<file path="src/sv/mpct_pkg.sv">
// Package for the mouse packet cursor tracker: packet slot codes,
// configuration register indexes, sync bit and reset positions.
// No dependencies.
package mpct_pkg;

	// Position of the next byte within a three-byte mouse packet
	typedef enum logic [1:0] {
		SLOT_HDR = 2'd0,
		SLOT_DX  = 2'd1,
		SLOT_DY  = 2'd2
	} slot_t;

	// Configuration register indexes
	localparam logic [0:0] CFG_MAX_POS_X = 1'b0;
	localparam logic [0:0] CFG_MAX_POS_Y = 1'b1;

	// Header byte always has this bit set; used to resync framing
	localparam logic [7:0] SYNC_MASK = 8'h08;

	// Reset values (fit the narrowest position width of 9 bits)
	localparam int RST_MAX_POS_X = 304;
	localparam int RST_MAX_POS_Y = 184;
	localparam int RST_CUR_X     = 160;
	localparam int RST_CUR_Y     = 100;

endpackage

</file>
<file path="src/sv/mouse_packet_cursor_tracker.sv">
// Mouse packet cursor tracker top level: packet framing, cursor update,
// clamping and output register. Depends on mpct_pkg.
//
// Channel   | Dir | Handshake         | Payload
// ----------+-----+-------------------+------------------------------------------
// s_*       | in  | s_tvalid/s_tready | s_tdata = rx_byte, s_tuser = from_aux
// m_*       | out | m_tvalid/m_tready | m_tdata = {pad, pos_y, pos_x}
// cfg_*     | in  | cfg_we            | cfg_index selects max_pos_x / max_pos_y
//
// One byte per cycle is sustained unless a held result stalls the input stage:
// a byte lands in the input register (_s1) and is consumed from there by the
// slot/cursor logic, which loads the output register when a third packet byte
// completes a packet. m_tvalid rises at the edge that retires that byte.
// Reset clears framing, cursor and limits to their defaults; output is empty.
// A held result only stalls the input stage when the byte waiting in it
// would produce another result; header and X bytes keep flowing.
module mouse_packet_cursor_tracker #(
	parameter int POS_BITS = 10
) (
	input  logic clk,
	input  logic arst_n,

	input  logic                s_tvalid,
	output logic                s_tready,
	input  logic [7:0]          s_tdata,     // [7:0] rx_byte
	input  logic                s_tuser,     // [0] from_aux

	output logic                m_tvalid,
	input  logic                m_tready,
	output logic [((2 * POS_BITS + 7) / 8) * 8 - 1:0] m_tdata,  // pos_x, then pos_y, then zeros

	input  logic                cfg_we,
	input  logic [0:0]          cfg_index,
	input  logic [POS_BITS-1:0] cfg_data
);

	localparam int OUT_W = ((2 * POS_BITS + 7) / 8) * 8;
	localparam int PAD_W = OUT_W - 2 * POS_BITS;
	localparam int SUM_W = POS_BITS + 2;

	// Configuration registers
	logic [POS_BITS-1:0] max_pos_x_q, max_pos_y_q;

	// Input register
	logic       valid_s1;
	logic [7:0] byte_s1;
	logic       aux_s1;

	// Framing and cursor state
	mpct_pkg::slot_t     byte_slot_q, slot_d;
	logic [7:0]          held_dx_q;
	logic [POS_BITS-1:0] cur_x_q, cur_y_q;

	// Output register
	logic                m_tvalid_q;
	logic [POS_BITS-1:0] out_x_q, out_y_q;

	logic                emit, out_free, done_s1;
	logic                load_dx;
	logic signed [SUM_W-1:0] nx, ny;
	logic [POS_BITS-1:0] clamp_x, clamp_y;

	// Write the limits; only indexes 0 and 1 exist.
	always_ff @(posedge clk or negedge arst_n) begin
		if (!arst_n) begin
			max_pos_x_q <= POS_BITS'(mpct_pkg::RST_MAX_POS_X);
			max_pos_y_q <= POS_BITS'(mpct_pkg::RST_MAX_POS_Y);
		end else if (cfg_we) begin
			unique case (cfg_index)
				mpct_pkg::CFG_MAX_POS_X: max_pos_x_q <= cfg_data;
				mpct_pkg::CFG_MAX_POS_Y: max_pos_y_q <= cfg_data;
				default: ;
			endcase
		end
	end

	// Framing: advance the slot on aux bytes, drop unsynced headers.
	always_comb begin
		slot_d  = byte_slot_q;
		emit    = 1'b0;
		load_dx = 1'b0;
		if (valid_s1 && aux_s1) begin
			unique case (byte_slot_q)
				mpct_pkg::SLOT_DX: begin
					load_dx = 1'b1;
					slot_d  = mpct_pkg::SLOT_DY;
				end
				mpct_pkg::SLOT_DY: begin
					emit   = 1'b1;
					slot_d = mpct_pkg::SLOT_HDR;
				end
				default: begin
					// header, or an impossible slot code treated as header
					slot_d = ((byte_s1 & mpct_pkg::SYNC_MASK) != 8'h00)
						? mpct_pkg::SLOT_DX : mpct_pkg::SLOT_HDR;
				end
			endcase
		end
	end

	// Handshake between the input register and the output register
	assign out_free = !m_tvalid_q || m_tready;
	assign done_s1  = valid_s1 && (!emit || out_free);
	assign s_tready = !valid_s1 || done_s1;

	// Cursor arithmetic: x adds dx, y subtracts dy (screen y grows down)
	assign nx = $signed({2'b00, cur_x_q}) + SUM_W'($signed(held_dx_q));
	assign ny = $signed({2'b00, cur_y_q}) - SUM_W'($signed(byte_s1));

	always_comb begin
		if (nx < 0)
			clamp_x = '0;
		else if (nx > $signed({2'b00, max_pos_x_q}))
			clamp_x = max_pos_x_q;
		else
			clamp_x = nx[POS_BITS-1:0];

		if (ny < 0)
			clamp_y = '0;
		else if (ny > $signed({2'b00, max_pos_y_q}))
			clamp_y = max_pos_y_q;
		else
			clamp_y = ny[POS_BITS-1:0];
	end

	// Input register: hold a byte until the processing stage retires it.
	always_ff @(posedge clk or negedge arst_n) begin
		if (!arst_n) begin
			valid_s1 <= 1'b0;
		end else if (s_tready) begin
			valid_s1 <= s_tvalid;
		end
	end

	always_ff @(posedge clk) begin
		if (s_tvalid && s_tready) begin
			byte_s1 <= s_tdata;
			aux_s1  <= s_tuser;
		end
	end

	// Packet state and cursor
	always_ff @(posedge clk or negedge arst_n) begin
		if (!arst_n) begin
			byte_slot_q <= mpct_pkg::SLOT_HDR;
			held_dx_q   <= 8'h00;
			cur_x_q     <= POS_BITS'(mpct_pkg::RST_CUR_X);
			cur_y_q     <= POS_BITS'(mpct_pkg::RST_CUR_Y);
		end else if (done_s1) begin
			byte_slot_q <= slot_d;
			if (load_dx)
				held_dx_q <= byte_s1;
			if (emit) begin
				cur_x_q <= clamp_x;
				cur_y_q <= clamp_y;
			end
		end
	end

	// Output register: load on a completed packet, drop on transfer.
	always_ff @(posedge clk or negedge arst_n) begin
		if (!arst_n) begin
			m_tvalid_q <= 1'b0;
		end else if (done_s1 && emit) begin
			m_tvalid_q <= 1'b1;
		end else if (m_tready) begin
			m_tvalid_q <= 1'b0;
		end
	end

	always_ff @(posedge clk) begin
		if (done_s1 && emit) begin
			out_x_q <= clamp_x;
			out_y_q <= clamp_y;
		end
	end

	assign m_tvalid = m_tvalid_q;
	assign m_tdata  = {{PAD_W{1'b0}}, out_y_q, out_x_q};

	// A result appears only after a Y delta byte was retired.
	a_emit_from_dy: assert property (@(posedge clk) disable iff (!arst_n)
		$rose(m_tvalid_q) |-> $past(valid_s1 && aux_s1 && byte_slot_q == mpct_pkg::SLOT_DY))
		else $error("result without a completed packet");

	// Held result matches the tracked cursor.
	a_out_tracks_cursor: assert property (@(posedge clk) disable iff (!arst_n)
		m_tvalid_q |-> (out_x_q == cur_x_q && out_y_q == cur_y_q))
		else $error("output payload differs from cursor");

	// A freshly updated cursor lies within the limits.
	a_cursor_clamped: assert property (@(posedge clk) disable iff (!arst_n)
		(done_s1 && emit && !cfg_we) |=> (cur_x_q <= max_pos_x_q && cur_y_q <= max_pos_y_q))
		else $error("cursor outside limits after packet");

	// With the output empty the input never stalls.
	a_no_false_stall: assert property (@(posedge clk) disable iff (!arst_n)
		!m_tvalid_q |-> s_tready)
		else $error("input stalled with empty output");

endmodule
</file>
<file path="config.mk">
export PLATFORM = sky130hd
export DESIGN_NAME = mouse_packet_cursor_tracker
export DESIGN_NICKNAME = d
export VERILOG_FILES = /design/src/sv/mpct_pkg.sv /design/src/sv/mouse_packet_cursor_tracker.sv
export SDC_FILE = /design/constraint.sdc
export NUM_CORES = 1
export LEC_CHECK = 0
export BUFFER_PORTS_ARGS = -buffer_cell sky130_fd_sc_hd__buf_2
export CAP_MARGIN = 40
export CORE_ASPECT_RATIO = 1.1
export CORE_MARGIN = 5
export CORE_UTILIZATION = 50
export DETAILED_ROUTE_END_ITERATION = 8
export PLACE_DENSITY = 0.7
export SETUP_SLACK_MARGIN = 0.4
export SLEW_MARGIN = 20
export SYNTH_ARGS = -nofsm -noshare
export SYNTH_HDL_FRONTEND = slang
export SYNTH_SLANG_ARGS = --single-unit
</file>
<file path="constraint.sdc">
create_clock -name clk -period 4.6 [get_ports clk]
set_clock_uncertainty 0.1 [all_clocks]
set_input_delay 0.92 -clock clk [delete_from_list [all_inputs] [get_ports clk]]
set_output_delay 0.92 -clock clk [all_outputs]
set_load 0.05 [all_outputs]
</file>
==> results of run 1 <==
[kinds of logic (layout without fill, tap and decap cells)]
logic type               count (synthesis)  in the layout  synth area share
XOR/XNOR                                18             18            0.0342
other                                    1              4          0.000814
flip-flops                              81             81             0.475
adder cells (fa/ha/maj)                 47             47             0.131
AO/OA/AOI/OAI                           88             88             0.131
multiplexers                            38             38            0.0891
AND/OR/NAND/NOR                         89             89            0.0907
buffers and inverters                   54            110            0.0489
[worst register-to-register path, delay by kind of cell (launching register included)]
family	cells	cell delay (ps)
XOR/XNOR	1	240
multiplexers	1	380
adder cells (fa/ha/maj)	2	690
AO/OA/AOI/OAI	7	1520
flip-flops	1	390
buffers and inverters	1	260
AND/OR/NAND/NOR	2	240
[worst paths after layout]
path | slack (ps) | cells after the start | to | from
setup / recovery | 550 | 14 | out_x_q[4]$_DFFE_PP_ | held_dx_q[4]$_DFFE_PN0P_
hold / removal | 370 | 2 | cur_x_q[5]$_DFFE_PN1P_ | cur_x_q[5]$_DFFE_PN1P_
setup reg to reg | 550 | 14 | out_x_q[4]$_DFFE_PP_ | held_dx_q[4]$_DFFE_PN0P_
hold reg to reg | 370 | 2 | cur_x_q[5]$_DFFE_PN1P_ | cur_x_q[5]$_DFFE_PN1P_
max in group asynchronous | 3130 | 2 | cur_x_q[5]$_DFFE_PN1P_ | arst_n
min in group asynchronous | 410 | 1 | cur_x_q[8]$_DFFE_PN0P_ | arst_n
[cell usage after synthesis (all sizes together), types with 3 or more instances]
library cell / n
nor2: 22
buf: 5
o21ai: 29
o21a: 8
ha: 45
nand4: 4
inv: 42
xnor2: 13
dfstp: 12
clkbuf: 7
xor2: 5
nand3: 5
a21oi: 13
nor3: 4
dfrtp: 40
nand2: 29
edfxtp: 29
a21o: 6
and2: 3
mux2i: 14
nor2b: 11
mux2: 24
a22o: 6
and3: 3
o22ai: 4
a211oi: 4
nand2b: 5
[flip-flops by register name, indices dropped and copies added (netlist names)]
register and flops:
cur_x_q 10, aux_s1 1, valid_s1 1, max_pos_x_q 10
held_dx_q 8, max_pos_y_q 10, out_y_q 10, byte_s1 8
m_tvalid 1, out_x_q 10, cur_y_q 10, byte_slot_q 2
[metrics by stage]
step            util  setup slack, ps  power (W)  hold slack [ps]  area [µm²]
6_report       0.581              554    0.00432              368        5180
5_1_grt        0.581              347    0.00468              397        5180
4_1_cts        0.576              475    0.00420              372        5140
3_5_place_dp   0.556              501    0.00366              360        4960
3_3_place_gp   0.556              589    0.00357              358        4950
2_1_floorplan      -              873    0.00311              348        4620
[routing by layer]
metal | track usage | up-vias | share of wire
li1 | - | 1577 | -
met1 | 0.242 | 1597 | 0.42
met2 | 0.316 | 90 | 0.49
met3 | 0.0434 | 26 | 0.055
met4 | 0.0904 | 0 | 0.033
met5 | 0 | - | 0
[power by group]
part | leakage, nW | total (W) | switching [W] | internal [W]
Combinational | 1.40 | 0.00269 | 0.00152 | 0.00117
Clock | 0.0904 | 0.000509 | 0.000259 | 0.000250
Sequential | 0.891 | 0.00113 | 0.000122 | 0.00101
[layout make-up]
cell class                      count  area, µm²
Fill cell                         761       3730
Multi-Input combinational cell    284       2240
Sequential cell                    81       2190
Timing Repair Buffer               52        275
Inverter                           42        158
Tap cell                          114        143
Clock buffer                       12        135
Clock inverter                      4       47.5
[what timing repair did]
item | in CTS | in global routing
endpoints found under the hold margin | 0 | 0
buffers inserted | 0 | 0
resized for setup | 0 | 7
hold buffers | 0 | 0
endpoints found under the setup margin | 0 | 19
==> flow_summary_export.csv, run 1 <==
group,metric,value,unit
cells_and_area,diodes,0,
worst_setup_path,path_class,"reg -> reg",
worst_setup_path,cpLargestDelayFamily,"compound AO/OA/AOI/OAI gates",
routing,wl,10400,µm
synth,syn_avg_cell_area,11.1,µm²
global_route,grt-ovfl-total,0,
synth,synth_edf_count,29,
synth,synthDistinctLibCells,50,
timing,fin_setup_tns,0,ps
synth,synth_area,4610,µm²
placed_design,hpwlAfterDp,7790,µm
pwr,peakVddDrop,566,µV
cells_and_area,drive_gt1_frac,0.244,
synth,synth-seq-cells,81,
clock_network,clk_latency,360,ps
synth,yosys_warnings,0,
timing,finalHoldViolations,0,
clock_network,cts.sinks,81,
worst_setup_path,critical_path_arrival,4060,ps
synth,syn_inst,416,
routing,via_per_inst,5.59,
synth,yosys-top-cells-area,"dfrtp_1 (22%), edfxtp_1 (19%), ha_1 (12%)",
worst_setup_path,crit_top_cell,"ha_1",
timing,setup_viol,0,
worst_setup_path,critical_path.cell_chain,"ha_1 > a21o_1 > a21oi_2 > o21ai_1 > a2111o_1 > and2_1 > xnor2_1 > ha_1 > a211oi_1 > o211ai_1 > a22oi_2 > buf_4 > mux2i_1 > nor2_1",
placed_design,placed_cells,571,
cells_and_area,fin_cells,589,
cells_and_area,area_growth,12.5,%
worst_setup_path,crit_path_max_fanout,10,
die,die_w,102,µm
worst_setup_path,worstSetupEndpointType,"flip-flop",
pwr,power_density,834,nW/µm²
clock_network,clk_pin_slew,80,ps
timing,fin_crit_sh,0.880,
die,core,8920,µm²
timing,finalMaxSlewViolations,0,
timing,rsz0062_at_grt,"yes",
worst_setup_path,worstPathRequired,4620,ps
cells_and_area,mostFrequentLayoutCells,"buf_2 (46), ha_1 (45), inv_1 (42)",
global_route,grt_max_degree,35,
placed_design,numPortBuffers,46,
hold_path,min_path_type,"reg -> reg",
synth,yosysTopAreaCell,"dfrtp_1",
die,die_h,111,µm
global_route,antenna_found_initial,0,
global_route,grt_first_pass_wirelength,16800,µm
routing,wl_per_cell,17.6,µm
placed_design,gp_congestion,0.898,
die,die_area,11200,µm²
global_route,grt_usage,0.194,
timing,fin_crit,4050,ps
clock_network,cts_made_buffers,9,
routing,firstDrtPassIters,4,
synth,yosysTopAreaCellShare,0.217,
timing,fmax,247,MHz
timing,worst_pin_slew,697,ps
cells_and_area,nNetsFinal,542,
synth,seq_area_frac_synth,0.475,
die,fp-row-count,36,
worst_setup_path,critPathLaunchType,"flip-flop",
routing,final_antenna_net_count,0,
synth,yosys_most_used_dff,"dfrtp_1",
clock_network,h-tree-depth,3,
die,start_util,0.517,
routing,drtIter0Drc,101,
routing,drc_errors,0,
job,drv_cap,0,
worst_setup_path,cp_slowest_cell,"a2111o_1",
routing,vias,3290,
global_route,grt_pass1_vias,3420,
clock_network,cts-root-buf,"clkbuf_8",
synth,async_flop_share,0.642,
timing,slew_headroom,0.534,
pwr,leakage,2.38,nW
cells_and_area,final_common_cell,"buf_2",
clock_network,clock_path_buffers,2,
worst_setup_path,cp_num_buf_inv,1,
die,num_io_pins,51,
clock_network,cts_tree,"built",
run_status,outcome,"completed",
worst_setup_path,critPathMaxStageDelay,440,ps
No activity file was read; power rests on OpenSTA's default activity.
==> run 2: changes to the inputs <==
--- a/config.mk
+++ b/config.mk
@@ -5,13 +5,14 @@
 export SDC_FILE = /design/constraint.sdc
 export NUM_CORES = 1
 export LEC_CHECK = 0
+export ABC_AREA = 1
 export BUFFER_PORTS_ARGS = -buffer_cell sky130_fd_sc_hd__buf_2
 export CAP_MARGIN = 40
 export CORE_ASPECT_RATIO = 1.1
 export CORE_MARGIN = 5
 export CORE_UTILIZATION = 50
 export DETAILED_ROUTE_END_ITERATION = 8
-export PLACE_DENSITY = 0.7
+export PLACE_DENSITY = 0.69
 export SETUP_SLACK_MARGIN = 0.4
 export SLEW_MARGIN = 20
 export SYNTH_ARGS = -nofsm -noshare
==> run 2 against run 1 <==
  * Power down 9.0%
  * Utilization shrank 1.6 points
  * Clock power grew 8.1%
  * Combinational power shrank 14%
  * Worst hold slack improved by 6.8 ps
  * Register-to-register slack improved by 200 ps
  * Non-clock buffer count shrank 4
  * Area after synthesis up 10%
  * Routed wire length increased by 7.9%
  * Cell area up 8.3%
  * Critical path depth up 4
  * Critical endpoint is now out_y_q[0]$_DFFE_PP_
  * Largest cell class unchanged
  * Highest routed layer unchanged
==> flow_summary_export.csv, run 2 <==
group,metric,value,unit
run_status,outcome,"completed",
synth,synth_area,5090,µm²
clock_network,hold_buffers,0,
synth,yosys-top-cells-area,"dfrtp_1 (20%), edfxtp_1 (17%), nand2_1 (12%)",
pwr,power_density,701,nW/µm²
worst_setup_path,worstPathRequired,4620,ps
hold_path,min_path_type,"reg -> reg",
clock_network,cts_setup_buffers,0,
routing,firstDrtPassIters,5,
pwr,peakVddDrop,253,µV
placed_design,hpwlAfterDp,8760,µm
timing,rsz0062_at_grt,"no",
timing,fin_crit_sh,0.835,
clock_network,clock_path_buffers,2,
synth,yosysMostFrequentCell,"nand2_1",
timing,finalMaxSlewViolations,0,
worst_setup_path,worstSetupEndpointType,"flip-flop",
synth,yosys-top-cells-count,"nand2_1 (162), inv_1 (102), ha_1 (45), dfrtp_1 (40), o21ai_0 (30)",
clock_network,h-tree-depth,3,
timing,worst_pin_slew,793,ps
global_route,grt_pass1_vias,4225,
global_route,grt_first_pass_wirelength,19400,µm
synth,yosys_warnings,0,
routing,wl,11200,µm
placed_design,gp_congestion,0.892,
synth,seq_area_frac_synth,0.430,
synth,syn_inst,605,
timing,slew_headroom,0.470,
synth,synthDistinctLibCells,41,
cells_and_area,drive_gt1_frac,0.168,
job,drv_cap,0,
placed_design,numPortBuffers,46,
routing,via_per_inst,5.18,
timing,fmax,260,MHz
synth,yosys_most_used_dff,"dfrtp_1",
global_route,antenna_found_initial,0,
worst_setup_path,crit_path_max_fanout,11,
routing,drtIter0Drc,136,
die,die_h,116,µm
cells_and_area,nNetsFinal,723,
die,num_io_pins,51,
timing,setup_viol,0,
cells_and_area,final_common_cell,"nand2_1",
routing,wl_per_cell,14.4,µm
cells_and_area,mostFrequentLayoutCells,"nand2_1 (162), inv_1 (102), buf_2 (46)",
clock_network,cts-root-buf,"clkbuf_8",
cells_and_area,diodes,0,
pwr,leakage,2.99,nW
routing,vias,4017,
global_route,grt-ovfl-total,0,
synth,yosysTopAreaCell,"dfrtp_1",
timing,fin_crit,3840,ps
synth,synth-seq-cells,81,
worst_setup_path,path_class,"reg -> reg",
placed_design,placed_cell_area,5410,µm²
timing,hold_ws,375,ps
worst_setup_path,critical_path_arrival,3860,ps
worst_setup_path,critPathLaunchType,"flip-flop",
placed_design,pre_cts_slack,812,ps
die,die_area,12300,µm²
timing,fin_ws,758,ps
timing,fin_setup_tns,0,ps
timing,finalHoldViolations,0,
synth,synth_edf_count,29,
clock_network,clk_latency,370,ps
cells_and_area,fillers,867,
die,fp-row-count,38,
synth,async_flop_share,0.642,
global_route,grt_max_degree,53,
routing,drc_errors,0,
routing,final_antenna_net_count,0,
synth,yosysTopAreaCellShare,0.197,
synth,syn_avg_cell_area,8.41,µm²
cells_and_area,stdcell_area,5620,µm²
clock_network,clk_pin_slew,90,ps
clock_network,cts_resized,0,
die,core,9940,µm²
die,die_w,106,µm
clock_network,cts_made_buffers,9,
global_route,grt_usage,0.199,
clock_network,cts_tree,"built",
clock_network,cts.sinks,81,
cells_and_area,area_growth,10.3,%
die,start_util,0.512,
-- run 2: cell types whose count changed after synthesis, moves of 14 or more --
cell,previous run,this run
mux2_2,24,1
nand2_1,29,162
o21ai_0,16,30
inv_1,42,102
nand3_1,5,21
mux2i_1,14,0
-- run 2: routing by layer --
layer	vias up	wire (µm)	global-route usage
li1	2029	-	-
met1	1850	4750	0.235
met2	107	5600	0.351
met3	31	484	0.0279
met4	0	355	0.107
met5	-	0	0
-- run 2: critical path, stage by stage (launching register included) --
cell	delay, ps
dfrtp_1	390
inv_1	50
ha_1	130
inv_1	50
fa_1	390
nand3_1	100
nand2_1	90
a21oi_2	240
xor2_1	310
ha_1	310
nand2_1	80
nor2_1	50
a211oi_1	210
o211ai_1	110
inv_1	70
nand2_1	330
nand2_2	340
nand2_1	100
and3_1	150
-- run 2: final timing paths --
check	cells past startpoint	end	slack [ps]	startpoint
min reg2reg	2	cur_x_q[7]$_DFFE_PN1P_	380	cur_x_q[7]$_DFFE_PN1P_
min	2	cur_x_q[7]$_DFFE_PN1P_	380	cur_x_q[7]$_DFFE_PN1P_
max	18	out_y_q[0]$_DFFE_PP_	760	cur_y_q[0]$_DFFE_PN0P_
max reg2reg	18	out_y_q[0]$_DFFE_PP_	760	cur_y_q[0]$_DFFE_PN0P_
min in group asynchronous	2	cur_y_q[3]$_DFFE_PN0P_	560	arst_n
max in group asynchronous	2	valid_s1$_DFFE_PN0N_	3380	arst_n
-- run 2: power breakdown --
group / total, W / switching, W / leakage (nW) / internal [W]
clock network: 0.000550 / 0.000291 / 0.102 / 0.000259
registers: 0.00109 / 0.000111 / 0.907 / 0.000977
logic: 0.00230 / 0.00148 / 1.98 / 0.000815
total: 0.00394 / 0.00188 / 2.99 / 0.00205
-- run 2: cells by family after synthesis --
kind of cell / synth area share
buf+inv: 0.0966
compound gates: 0.0868
xor+xnor: 0.0258
mux: 0.00221
fa+ha+maj: 0.118
flops: 0.430
other cells: 0.000737
simple gates: 0.240
-- run 2: area by class of cell --
type,instances,area (µm²),share of cell area
Inverter,107,402,0.0715
Clock inverter,6,73.8,0.0131
Clock buffer,10,128,0.0227
Timing Repair Buffer,48,245,0.0437
Multi-Input combinational cell,404,2430,0.433
Tap cell,120,150,0.0267
Sequential cell,81,2190,0.389
-- run 2: per-stage QoR --
step / instances / total power, W / util
after floorplan: 608 / 0.00289 / -
after global placement: 760 / 0.00327 / 0.545
after detailed placement: 760 / 0.00338 / 0.545
after CTS: 776 / 0.00394 / 0.565
after global routing: 776 / 0.00432 / 0.565
final: 776 / 0.00394 / 0.565
==> run 3: changes to the inputs <==
--- a/config.mk
+++ b/config.mk
@@ -12,7 +12,7 @@
 export CORE_MARGIN = 5
 export CORE_UTILIZATION = 50
 export DETAILED_ROUTE_END_ITERATION = 8
-export PLACE_DENSITY = 0.69
+export PLACE_DENSITY = 0.72
 export SETUP_SLACK_MARGIN = 0.4
 export SLEW_MARGIN = 20
 export SYNTH_ARGS = -nofsm -noshare
==> constraint.sdc (replaced) <==
create_clock -name clk -period 3.2 [get_ports clk]
set_clock_uncertainty 0.1 [all_clocks]
set_input_delay 0.64 -clock clk [delete_from_list [all_inputs] [get_ports clk]]
set_output_delay 0.64 -clock clk [all_outputs]
set_load 0.05 [all_outputs]
==> run 3 against run 2 <==
  * The flow now finishes with violations (setup timing)
  * Non-clock buffer count increased by 38
  * First-iteration DRC count rose by 50%
  * Register-to-register slack got worse by 850 ps
  * Power up 110%
  * Critical path depth is the same
==> flow_summary_export.csv, run 3 (synthesis results as in run 2) <==
group,metric,value,unit
cells_and_area,nNetsFinal,763,
worst_setup_path,worstSetupEndpointType,"flip-flop",
routing,drtIter0Drc,204,
clock_network,hold_buffers,0,
timing,finalMaxSlewViolations,0,
clock_network,h-tree-depth,3,
cells_and_area,multiInputGateArea,3140,µm²
placed_design,placed_cell_area,5620,µm²
worst_setup_path,r2r_cells,18,
global_route,antenna_found_initial,0,
timing,worst_pin_slew,767,ps
job,drv_cap,0,
clock_network,cts_tree,"built",
routing,via_per_inst,5.38,
clock_network,clk_pin_slew,100,ps
cells_and_area,fillers,711,
worst_setup_path,r2r_slack,-90,ps
timing,rsz0062_at_grt,"yes",
pwr,leakage,3.28,nW
timing,hold_ws,217,ps
timing,fmax,304,MHz
timing,setup_viol,12,
pwr,peakVddDrop,603,µV
clock_network,clock_path_buffers,2,
pwr,power_density,1210,nW/µm²
global_route,grt_max_degree,41,
worst_setup_path,critPathMaxStageDelay,570,ps
worst_setup_path,worstPathRequired,3230,ps
worst_setup_path,path_class,"reg -> reg",
clock_network,cts-root-buf,"clkbuf_8",
hold_path,min_path_type,"in -> async",
placed_design,gp_congestion,0.886,
worst_setup_path,cpLargestDelayFamily,"simple AND/OR/NAND/NOR gates",
die,num_io_pins,51,
cells_and_area,drive_gt1_frac,0.362,
placed_design,numPortBuffers,46,
worst_setup_path,crit_path_max_fanout,5,
timing,slew_headroom,0.488,
global_route,grt_usage,0.219,
global_route,grt_pass1_vias,4334,
cells_and_area,final_common_cell,"nand2_1",
run_status,violations,"setup timing",
die,start_util,0.512,
routing,wl,13600,µm
timing,fin_ws,-90.0,ps
routing,wl_per_cell,16.6,µm
die,die_h,116,µm
worst_setup_path,critPathLaunchType,"flip-flop",
cells_and_area,diodes,0,
cells_and_area,mostFrequentLayoutCells,"nand2_1 (134), inv_1 (92), buf_2 (46)",
cells_and_area,seqCellArea,2190,µm²
die,fp-row-count,38,
routing,firstDrtPassIters,5,
routing,vias,4387,
worst_setup_path,r2r_end,"out_x_q[2]$_DFFE_PP_",
global_route,grt-ovfl-total,0,
timing,finalHoldViolations,0,
cells_and_area,fin_cells,816,
cells_and_area,stdcell_area,6710,µm²
clock_network,clk_latency,370,ps
die,core,9940,µm²
worst_setup_path,crit_top_cell,"nand2_1",
placed_design,placed_cells,773,
timing,fin_crit_sh,1.03,
cells_and_area,area_growth,31.7,%
die,die_area,12300,µm²
worst_setup_path,cp_slowest_cell,"dfstp_2",
timing,fin_setup_tns,-536,ps
die,die_w,106,µm
run_status,outcome,"complete, but fails checks",
worst_setup_path,r2r_start,"cur_x_q[5]$_DFFE_PN1P_",
clock_network,cts.sinks,81,
global_route,grt_first_pass_wirelength,20900,µm
routing,drc_errors,0,
placed_design,hpwlAfterDp,9160,µm
worst_setup_path,critical_path.cell_chain,"ha_4 > nand2_1 > inv_1 > nand2_1 > nand2_1 > o21bai_4 > xor2_2 > ha_4 > nand2_4 > nor2_2 > a211oi_2 > o211ai_1 > inv_2 > nand2_4 > nand3_4 > buf_12 > nand2_2 > and2_1",
routing,final_antenna_net_count,0,
worst_setup_path,cp_num_buf_inv,3,
clock_network,cts_made_buffers,9,
worst_setup_path,critical_path_arrival,3320,ps
timing,fin_crit,3290,ps
[run 3: changes by cell type in the layout (fill, tap and decap cells not counted), moves of 13 or more]
| cell | previous run | this run |
|---|---|---|
| ha_4 | 0 | 13 |
| ha_1 | 45 | 30 |
| nand2_1 | 162 | 134 |
| buf_4 | 2 | 29 |
| nand3_1 | 21 | 8 |
| nand2_2 | 4 | 22 |
[run 3: worst max path at each step]
stage,endpoint,startpoint,depth (start not counted)
4_1_cts,out_y_q[3]$_DFFE_PP_,cur_y_q[0]$_DFFE_PN0P_,19
3_3_place_gp,out_y_q[0]$_DFFE_PP_,byte_s1[3]$_DFFE_PP_,16
5_1_grt,out_x_q[2]$_DFFE_PP_,cur_x_q[5]$_DFFE_PN1P_,19
3_5_place_dp,out_x_q[0]$_DFFE_PP_,held_dx_q[0]$_DFFE_PN0P_,17
2_1_floorplan,out_y_q[0]$_DFFE_PP_,cur_y_q[0]$_DFFE_PN0P_,18
6_report,out_x_q[2]$_DFFE_PP_,cur_x_q[5]$_DFFE_PN1P_,18
[run 3: stage by stage]
step / worst slack, ps / power (W) / util
global route: -256 / 0.00870 / 0.675
global placement: -14.8 / 0.00510 / 0.566
CTS: 16.2 / 0.00698 / 0.639
detailed placement: -44.6 / 0.00521 / 0.566
floorplan: 287 / 0.00433 / -
finish: -90.0 / 0.00814 / 0.675
[run 3: area by class of cell]
cell class | count | area share
inverter | 107 | 0.0612
clock inverter | 6 | 0.0106
timing repair buffer | 86 | 0.0890
multi-input combinational | 406 | 0.468
sequential | 81 | 0.326
tap | 120 | 0.0224
clock buffer | 10 | 0.0222
[run 3: power breakdown]
group / total [W] / switching (W) / leakage, nW / internal [W]
logic: 0.00572 / 0.00330 / 2.26 / 0.00241
clock network: 0.000844 / 0.000426 / 0.110 / 0.000418
registers: 0.00158 / 0.000173 / 0.907 / 0.00141
total: 0.00814 / 0.00390 / 3.28 / 0.00424
[run 3: repair_timing]
action / in CTS / in global routing
resized for setup: 72 / 53
gates cloned: 2 / 0
buffers inserted: 12 / 13
pin swaps: 48 / 32
endpoints found under the setup margin: 40 / 40
[run 3: worst register-to-register path: stages (launching register included)]
cell and delay (ps):
dfstp_2 570, ha_4 230, nand2_1 80, inv_1 50, nand2_1 70, nand2_1 90
o21bai_4 200, xor2_2 260, ha_4 270, nand2_4 60, nor2_2 40, a211oi_2 180
o211ai_1 150, inv_2 120, nand2_4 100, nand3_4 140, buf_12 140, nand2_2 50
and2_1 150
[run 3: layer usage]
metal	vias up	track usage	share of wire
met5	-	0	0
met4	0	0.0915	0.036
met3	37	0.0396	0.049
met2	115	0.393	0.51
met1	2111	0.259	0.41
li1	2124	-	-
